<file path="src/sv/kwod_pkg.sv">
// shared types, constants and cost helpers for the keyboard weighted osa distance block
`timescale 1ns / 1ps

package kwod_pkg;

  localparam int unsigned MAX_LEN_DEF   = 64;
  localparam int unsigned FRAC_BITS_DEF = 8;

  localparam int unsigned VAL_W   = 16;
  localparam logic [VAL_W-1:0] VAL_MAX = 16'hFFFF;

  // squared key distance: row delta up to 3, column delta up to 9
  localparam int unsigned D2_W = 7;
  localparam int unsigned D2_N = 128;

  localparam logic [1:0] CMD_APPEND = 2'd0;
  localparam logic [1:0] CMD_ROW    = 2'd1;
  localparam logic [1:0] CMD_FINISH = 2'd2;

  typedef struct packed {
    logic       hit;
    logic [1:0] row;
    logic [3:0] col;
  } key_pos_t;

  // token handed from cell to cell, one cell per cycle unless the row is stalled
  typedef struct packed {
    logic             valid;
    logic             fin;
    logic             tr_ok;
    logic [7:0]       ch;
    logic [7:0]       last_ch;
    logic [7:0]       left_ch;
    logic [VAL_W-1:0] cur_l;
    logic [VAL_W-1:0] diag;
    logic [VAL_W-1:0] pp1;
    logic [VAL_W-1:0] pp2;
    logic [VAL_W-1:0] score;
    logic             ovf;
  } tok_t;

  // ascii upper case to lower case, nothing else folded
  function automatic logic [7:0] fold(input logic [7:0] c);
    logic [7:0] r;
    r = c;
    if (c inside {[8'h41:8'h5A]}) begin
      r = c + 8'd32;
    end
    return r;
  endfunction

  function automatic key_pos_t key_pos(input logic [7:0] c);
    key_pos_t k;
    k = '{hit: 1'b1, row: 2'd0, col: 4'd0};
    case (c)
      "1": k.col = 4'd0;
      "2": k.col = 4'd1;
      "3": k.col = 4'd2;
      "4": k.col = 4'd3;
      "5": k.col = 4'd4;
      "6": k.col = 4'd5;
      "7": k.col = 4'd6;
      "8": k.col = 4'd7;
      "9": k.col = 4'd8;
      "0": k.col = 4'd9;
      "q": begin k.row = 2'd1; k.col = 4'd0; end
      "w": begin k.row = 2'd1; k.col = 4'd1; end
      "e": begin k.row = 2'd1; k.col = 4'd2; end
      "r": begin k.row = 2'd1; k.col = 4'd3; end
      "t": begin k.row = 2'd1; k.col = 4'd4; end
      "y": begin k.row = 2'd1; k.col = 4'd5; end
      "u": begin k.row = 2'd1; k.col = 4'd6; end
      "i": begin k.row = 2'd1; k.col = 4'd7; end
      "o": begin k.row = 2'd1; k.col = 4'd8; end
      "p": begin k.row = 2'd1; k.col = 4'd9; end
      "a": begin k.row = 2'd2; k.col = 4'd0; end
      "s": begin k.row = 2'd2; k.col = 4'd1; end
      "d": begin k.row = 2'd2; k.col = 4'd2; end
      "f": begin k.row = 2'd2; k.col = 4'd3; end
      "g": begin k.row = 2'd2; k.col = 4'd4; end
      "h": begin k.row = 2'd2; k.col = 4'd5; end
      "j": begin k.row = 2'd2; k.col = 4'd6; end
      "k": begin k.row = 2'd2; k.col = 4'd7; end
      "l": begin k.row = 2'd2; k.col = 4'd8; end
      "z": begin k.row = 2'd3; k.col = 4'd0; end
      "x": begin k.row = 2'd3; k.col = 4'd1; end
      "c": begin k.row = 2'd3; k.col = 4'd2; end
      "v": begin k.row = 2'd3; k.col = 4'd3; end
      "b": begin k.row = 2'd3; k.col = 4'd4; end
      "n": begin k.row = 2'd3; k.col = 4'd5; end
      "m": begin k.row = 2'd3; k.col = 4'd6; end
      default: k.hit = 1'b0;
    endcase
    return k;
  endfunction

  // half the key distance, rounded, with frac fraction bits; elaboration only
  function automatic int unsigned half_key_dist(input int unsigned d2, input int unsigned frac);
    longint unsigned v;
    longint unsigned r;
    longint unsigned bit_w;
    v = longint'(d2) << (2 * frac - 2);
    r = 0;
    bit_w = 64'd1 << 24;
    while (bit_w != 0) begin
      if ((r + bit_w) * (r + bit_w) <= v) begin
        r = r + bit_w;
      end
      bit_w = bit_w >> 1;
    end
    if (v - r * r > r) begin
      r = r + 1;
    end
    return int'(r);
  endfunction

endpackage

</file>
<file path="src/sv/kwod_cell.sv">
// one column cell of the edit distance chain
`timescale 1ns / 1ps

module kwod_cell #(
  parameter int unsigned FRAC_BITS = kwod_pkg::FRAC_BITS_DEF,
  parameter int unsigned IDX       = 0,
  parameter int unsigned CW        = 7
) (
  input  logic           clk,
  input  logic           rst_n,
  input  logic           advance,
  input  logic           col_wr,
  input  logic [CW-1:0]  col_idx,
  input  logic [7:0]     col_data,
  input  kwod_pkg::tok_t tok_in,
  output kwod_pkg::tok_t tok_out
);

  localparam int unsigned VW    = kwod_pkg::VAL_W;
  localparam int unsigned CST_W = FRAC_BITS + 3;
  localparam int unsigned SUM_W = (FRAC_BITS + 4 > 17) ? FRAC_BITS + 5 : 18;
  localparam int unsigned DW    = kwod_pkg::D2_W;

  localparam logic [CST_W-1:0] CST_ONE = CST_W'(1) << FRAC_BITS;
  localparam logic [SUM_W-1:0] SUM_ONE = SUM_W'(1) << FRAC_BITS;
  localparam logic [SUM_W-1:0] SUM_MAX = SUM_W'(kwod_pkg::VAL_MAX);

  localparam longint unsigned PREV_RST_W = longint'(IDX + 1) << FRAC_BITS;
  localparam logic [VW-1:0] PREV_RST =
    (PREV_RST_W > 64'hFFFF) ? kwod_pkg::VAL_MAX : VW'(PREV_RST_W);

  localparam logic [CW-1:0] MY_IDX   = CW'(IDX);
  localparam logic [CW-1:0] NEXT_IDX = CW'(IDX + 1);
  localparam bit HAS_LEFT = (IDX != 0);

  logic [CST_W-1:0] cost_tbl [kwod_pkg::D2_N];

  genvar d;
  generate
    for (d = 0; d < kwod_pkg::D2_N; d++) begin : g_tbl
      localparam logic [CST_W-1:0] C = CST_W'(kwod_pkg::half_key_dist(d, FRAC_BITS));
      assign cost_tbl[d] = C;
    end
  endgenerate

  logic [7:0]    col_ch_r;
  logic          tail_r;
  logic [VW-1:0] prev_r;
  logic [VW-1:0] pprev_r;
  kwod_pkg::tok_t tok_r;
  kwod_pkg::tok_t tok_nxt;

  logic [7:0]       fx;
  logic [7:0]       fy;
  kwod_pkg::key_pos_t kx;
  kwod_pkg::key_pos_t ky;
  logic [1:0]       dr;
  logic [3:0]       dc;
  logic [DW-1:0]    d2;
  logic [CST_W-1:0] cost;
  logic [SUM_W-1:0] t_up;
  logic [SUM_W-1:0] t_left;
  logic [SUM_W-1:0] t_diag;
  logic [SUM_W-1:0] t_tr;
  logic             tr_hit;
  logic [SUM_W-1:0] best;
  logic [VW-1:0]    cur;

  always_comb begin
    fx = kwod_pkg::fold(tok_in.ch);
    fy = kwod_pkg::fold(col_ch_r);
    kx = kwod_pkg::key_pos(fx);
    ky = kwod_pkg::key_pos(fy);
    dr = (kx.row >= ky.row) ? kx.row - ky.row : ky.row - kx.row;
    dc = (kx.col >= ky.col) ? kx.col - ky.col : ky.col - kx.col;
    d2 = DW'(DW'(dr) * DW'(dr)) + DW'(DW'(dc) * DW'(dc));
    if (fx == fy) begin
      cost = '0;
    end else if (!kx.hit || !ky.hit) begin
      cost = CST_ONE;
    end else begin
      cost = cost_tbl[d2];
    end

    t_up   = SUM_W'(prev_r) + SUM_ONE;
    t_left = SUM_W'(tok_in.cur_l) + SUM_ONE;
    t_diag = SUM_W'(tok_in.diag) + SUM_W'(cost);
    t_tr   = SUM_W'(tok_in.pp2) + SUM_ONE;
    tr_hit = HAS_LEFT && tok_in.tr_ok && (tok_in.ch == tok_in.left_ch) &&
             (tok_in.last_ch == col_ch_r);

    best = t_up;
    if (t_left < best) begin
      best = t_left;
    end
    if (t_diag < best) begin
      best = t_diag;
    end
    if (tr_hit && (t_tr < best)) begin
      best = t_tr;
    end
    cur = (best > SUM_MAX) ? kwod_pkg::VAL_MAX : best[VW-1:0];

    tok_nxt = tok_in;
    if (tok_in.valid && !tok_in.fin) begin
      tok_nxt.cur_l   = cur;
      tok_nxt.diag    = prev_r;
      tok_nxt.pp1     = pprev_r;
      tok_nxt.pp2     = tok_in.pp1;
      tok_nxt.left_ch = col_ch_r;
    end
    if (tok_in.valid && tok_in.fin && tail_r) begin
      tok_nxt.score = prev_r;
    end
  end

  always_ff @(posedge clk) begin
    if (col_wr && (col_idx == MY_IDX)) begin
      col_ch_r <= col_data;
    end
  end

  always_ff @(posedge clk) begin
    if (!rst_n) begin
      tail_r  <= 1'b0;
      prev_r  <= PREV_RST;
      pprev_r <= '0;
      tok_r   <= '0;
    end else begin
      // newest column marks itself as the end of the second string
      if (col_wr && (col_idx == MY_IDX)) begin
        tail_r <= 1'b1;
      end else if (advance && tok_in.valid && tok_in.fin) begin
        tail_r <= 1'b0;
      end else if (col_wr && (col_idx == NEXT_IDX)) begin
        tail_r <= 1'b0;
      end
      if (advance && tok_in.valid) begin
        if (tok_in.fin) begin
          prev_r  <= PREV_RST;
          pprev_r <= '0;
        end else begin
          prev_r  <= cur;
          pprev_r <= prev_r;
        end
      end
      if (advance) begin
        tok_r <= tok_nxt;
      end
    end
  end

  assign tok_out = tok_r;

endmodule

</file>
<file path="config.mk">
export PLATFORM = sky130hd
export DESIGN_NAME = kwod_cell
export DESIGN_NICKNAME = d
export VERILOG_FILES = /design/src/sv/kwod_pkg.sv /design/src/sv/kwod_cell.sv
export SDC_FILE = /design/constraint.sdc
export NUM_CORES = 1
export LEC_CHECK = 0
export ABC_AREA = 1
export BUFFER_PORTS_ARGS = -buffer_cell sky130_fd_sc_hd__buf_2
export CAP_MARGIN = 20
export CORE_ASPECT_RATIO = 1.25
export CORE_MARGIN = 2
export CORE_UTILIZATION = 50
export CTS_BUF_LIST = sky130_fd_sc_hd__clkbuf_4
export CTS_CLUSTER_DIAMETER = 30
export DETAILED_ROUTE_END_ITERATION = 10
export GPL_ROUTABILITY_DRIVEN = 0
export PLACE_DENSITY = 0.74
export REMOVE_ABC_BUFFERS = 1
export SYNTH_ARGS = -nofsm -noshare
export SYNTH_HDL_FRONTEND = slang
export SYNTH_SLANG_ARGS = --single-unit
export TNS_END_PERCENT = 20
</file>
<file path="constraint.sdc">
create_clock -name clk -period 16.85 [get_ports clk]
set_input_delay 0 -clock clk [delete_from_list [all_inputs] [get_ports clk]]
set_output_delay 0 -clock clk [all_outputs]
set_load 0.005 [all_outputs]
</file>
==> results_tabular.tex <==
\begin{tabular}{lr}
\hline
Metric & Value \\
\hline
\multicolumn{2}{l}{\textbf{Status}} \\
\quad Result of the run & finished, final reports clean \\
\multicolumn{2}{l}{\textbf{Yosys}} \\
\quad Mean post-synth cell area & 6.38 sq um \\
\quad Share of synthesized registers carrying an async set or reset & 0 \\
\quad Register bit total from synthesis & 149 \\
\quad Sequential share of the synthesized area & 0.273 \\
\quad Number of enable flip-flop cells after synthesis & 8 \\
\quad Number of library cell types mapped by synthesis & 53 \\
\quad Total standard cell area after synthesis & 11,200 sq um \\
\quad Yosys synthesis warning count & 0 \\
\quad Count of mapped cells out of synthesis & 1,761 \\
\quad Dominant synthesized flop cell & sky130\_fd\_sc\_hd\_\_dfxtp\_1 \\
\multicolumn{2}{l}{\textbf{Timing}} \\
\quad Unrepaired setup endpoints after global routing & false \\
\quad Final period util & 0.761 \\
\quad Min setup slack post-route & 4020 ps \\
\quad Final max-slew violation count & 0 \\
\quad Final Hold Fails & 0 \\
\quad Worst rel slew slack & 0.327 \\
\quad Sum Neg Setup Slack & 0 ps \\
\quad Max frequency & 0.0780 GHz \\
\quad Least-Margin Pin Slew & 1010 ps \\
\quad Worst Hold Slack & 102 ps \\
\quad Tmin final & 12,830 ps \\
\quad Final setup violation count & 0 \\
\quad Largest clock skew in the final design & 32.2 ps \\
\multicolumn{2}{l}{\textbf{Setup path}} \\
\quad Crit-path max FO & 31 \\
\quad Startpoint-to-endpoint class of the critical path & reg2reg \\
\quad Critical Path Source Type & flip-flop \\
\quad Worst endpoint required time & 17,400 ps \\
\quad Largest stage delay, worst path & 1040 ps \\
\quad Arrival time of data at the critical path endpoint & 13,380 ps \\
\quad CP dominant cell by count & sky130\_fd\_sc\_hd\_\_nand2\_1 \\
\quad Slowest stage cell on the critical path & sky130\_fd\_sc\_hd\_\_fa\_1 \\
\quad Nature of the critical path endpoint & flip-flop \\
\quad R2r setup slk & 4020 ps \\
\multicolumn{2}{l}{\textbf{CTS}} \\
\quad Max Root-Sink Buffers & 2 \\
\quad CTS tree & built \\
\quad Clock buffers created by TritonCTS & 17 \\
\quad Buffers inserted during post-CTS setup optimization & 0 \\
\quad Root cell of the clock tree & sky130\_fd\_sc\_hd\_\_clkbuf\_4 \\
\quad Latest clock arrival within the worst-skew pair & 600 ps \\
\quad Post-CTS sizing & 0 \\
\quad H-tree levels & 4 \\
\quad Post-cts hold buffer count & 164 \\
\quad Clock Sink Count & 149 \\
\quad Clock-pin transition on the worst setup and hold timing paths & 150 ps \\
\multicolumn{2}{l}{\textbf{Finish}} \\
\quad Layout-stage area growth over the synthesis result & 28.4\% \\
\quad Net total in the final layout & 2,313 \\
\quad Leading cell type in the layout, fill and taps excluded & sky130\_fd\_sc\_hd\_\_nand2\_1 \\
\quad Share of cells above drive strength 1 & 0.146 \\
\quad Final standard cell utilization of the core & 0.651 \\
\quad Count of placed standard cells in the final layout, fillers left out & 2,403 \\
\quad Number of fillers in the final layout & 2,007 \\
\quad Area taken by flip-flops and latches & 3060 sq um \\
\quad Area occupied by multi-input gates & 6940 sq um \\
\quad Commonest non-fill, non-tap cells in the layout & 427 x sky130\_fd\_sc\_hd\_\_nand2\_1, 233 x sky130\_fd\_sc\_hd\_\_inv\_1, 232 x sky130\_fd\_sc\_hd\_\_buf\_2 \\
\multicolumn{2}{l}{\textbf{Hold path}} \\
\quad Worst Hold Class & in2reg \\
\multicolumn{2}{l}{\textbf{Routing}} \\
\quad Count of TritonRoute iterations in the first routing pass & 10 \\
\quad DR iter-0 viols & 1,142 \\
\quad Via/cell ratio & 5.63 \\
\quad Drt wl/cell & 16.7 um \\
\quad Detailed Route WL & 40.2 mm \\
\quad Count of vias placed by the detailed router & 13,500 \\
\quad DRC errors left & 0 \\
\quad Post-route antenna net violation count & 0 \\
\multicolumn{2}{l}{\textbf{Placed design}} \\
\quad Number of buffers added on ports & 234 \\
\quad Cell count after placement & 2,207 \\
\quad Half-perimeter wire length of the detailed placement result & 27.4 mm \\
\quad Post-placement worst setup slack & 5330 ps \\
\multicolumn{2}{l}{\textbf{Pwr}} \\
\quad Power per Cell Area & 68.4 nW/um\^{}2 \\
\quad Max VDD drop & 48.5 uV \\
\quad Static leakage power & 7.30 nW \\
\multicolumn{2}{l}{\textbf{Floorplan}} \\
\quad Number of placement rows & 61 \\
\quad Die Area & 23,700 sq um \\
\quad DIE WIDTH & 138 um \\
\quad Height of the chip & 172 um \\
\quad Number of I/O pins & 235 \\
\quad Initial standard-cell utilization of the core & 0.507 \\
\quad Area of the core & 22,100 sq um \\
\multicolumn{2}{l}{\textbf{Global routing}} \\
\quad Global routing usage summed across all routing layers & 0.325 \\
\quad Leftover overflow at the end of global routing & 0 \\
\quad Antenna violations before repair & 1 \\
\quad Largest net degree at the start of global routing & 106 \\
\quad Number of global-route vias before repair & 12,800 \\
\quad Global-route wire length before repair & 62.8 mm \\
\multicolumn{2}{l}{\textbf{Flow run}} \\
\quad Number of max-capacitance violations reported & 0 \\
\hline
\end{tabular}
## power breakdown
part / leakage, nW / internal (mW) / switching (mW)
combinational: 5.93 / 0.145 / 0.232
sequential: 1.23 / 0.377 / 0.0146
clock: 0.134 / 0.0776 / 0.140
## area by class of cell
type	count	area share
antenna	1	0.000174
clock buffer	21	0.0109
clock inverter	10	0.00581
inverter	243	0.0633
multi-input combinational	1287	0.482
sequential	149	0.212
tap	283	0.0246
timing repair buffer	409	0.201
## synth_stat cells (8+ instances only)
master,number,area [sq um]
sky130_fd_sc_hd__a21oi_1,134,671
sky130_fd_sc_hd__buf_1,8,30.0
sky130_fd_sc_hd__clkbuf_1,71,267
sky130_fd_sc_hd__dfxtp_1,141,2820
sky130_fd_sc_hd__edfxtp_1,8,240
sky130_fd_sc_hd__ha_1,72,901
sky130_fd_sc_hd__inv_1,233,875
sky130_fd_sc_hd__nand2_1,427,1600
sky130_fd_sc_hd__nand3_1,122,611
sky130_fd_sc_hd__nand3b_1,10,75.1
sky130_fd_sc_hd__nand4_1,17,106
sky130_fd_sc_hd__nor2_1,182,683
sky130_fd_sc_hd__nor2_2,8,50.1
sky130_fd_sc_hd__nor3_1,19,95.1
sky130_fd_sc_hd__o211ai_1,64,480
sky130_fd_sc_hd__o21ai_0,114,571
sky130_fd_sc_hd__xor2_1,31,272
## per-stage QoR
| stage | cell area (sq um) | total power, mW |
|---|---|---|
| 2_1_floorplan | 10900 | 0.613 |
| 3_3_place_gp | 12500 | 0.727 |
| 3_5_place_dp | 12500 | 0.730 |
| 4_1_cts | 14400 | 0.976 |
| 5_1_grt | 14400 | 1.05 |
| 6_report | 14400 | 0.986 |
## worst paths after layout
path | startpoint | to | depth (start not counted)
max | col_ch_r[3] | prev_r[8] | 60
min | col_data[7] | col_ch_r[7] | 2
max reg2reg | col_ch_r[3] | prev_r[8] | 60
min reg2reg | pprev_r[7] | pprev_r[7] | 2
## registers in the layout, summed over array words and instances, names as in the netlist
| signal | count |
|---|---|
| col_ch_r | 8 |
| tok_out | 108 |
| tail_r | 1 |
| prev_r | 16 |
| pprev_r | 16 |
## cell families (layout without fill, tap and decap cells)
family	count (synthesis)	in the layout	synth area share
AO/OA/AOI/OAI	368	368	0.195
XOR/XNOR	35	35	0.0273
adder cells (fa/ha/maj)	79	79	0.0927
buffers and inverters	325	683	0.110
flip-flops	149	149	0.273
other	1	2	0.000334
AND/OR/NAND/NOR	804	804	0.302
## layer usage
layer	vias up	track usage	part of all wire
met1	6159	0.368	0.37
li1	6483	-	-
met5	-	0	0
met4	0	0.170	0.049
met2	731	0.588	0.50
met3	154	0.0540	0.075
## critical path, delay by kind of cell, from the launching register on
kind / cells / cell delay (ps)
compound gates: 16 / 2450
fa+ha+maj: 7 / 3170
buf+inv: 8 / 2090
flops: 1 / 500
simple gates: 29 / 4540
Note: power is estimated with default switching activity, not from simulation.
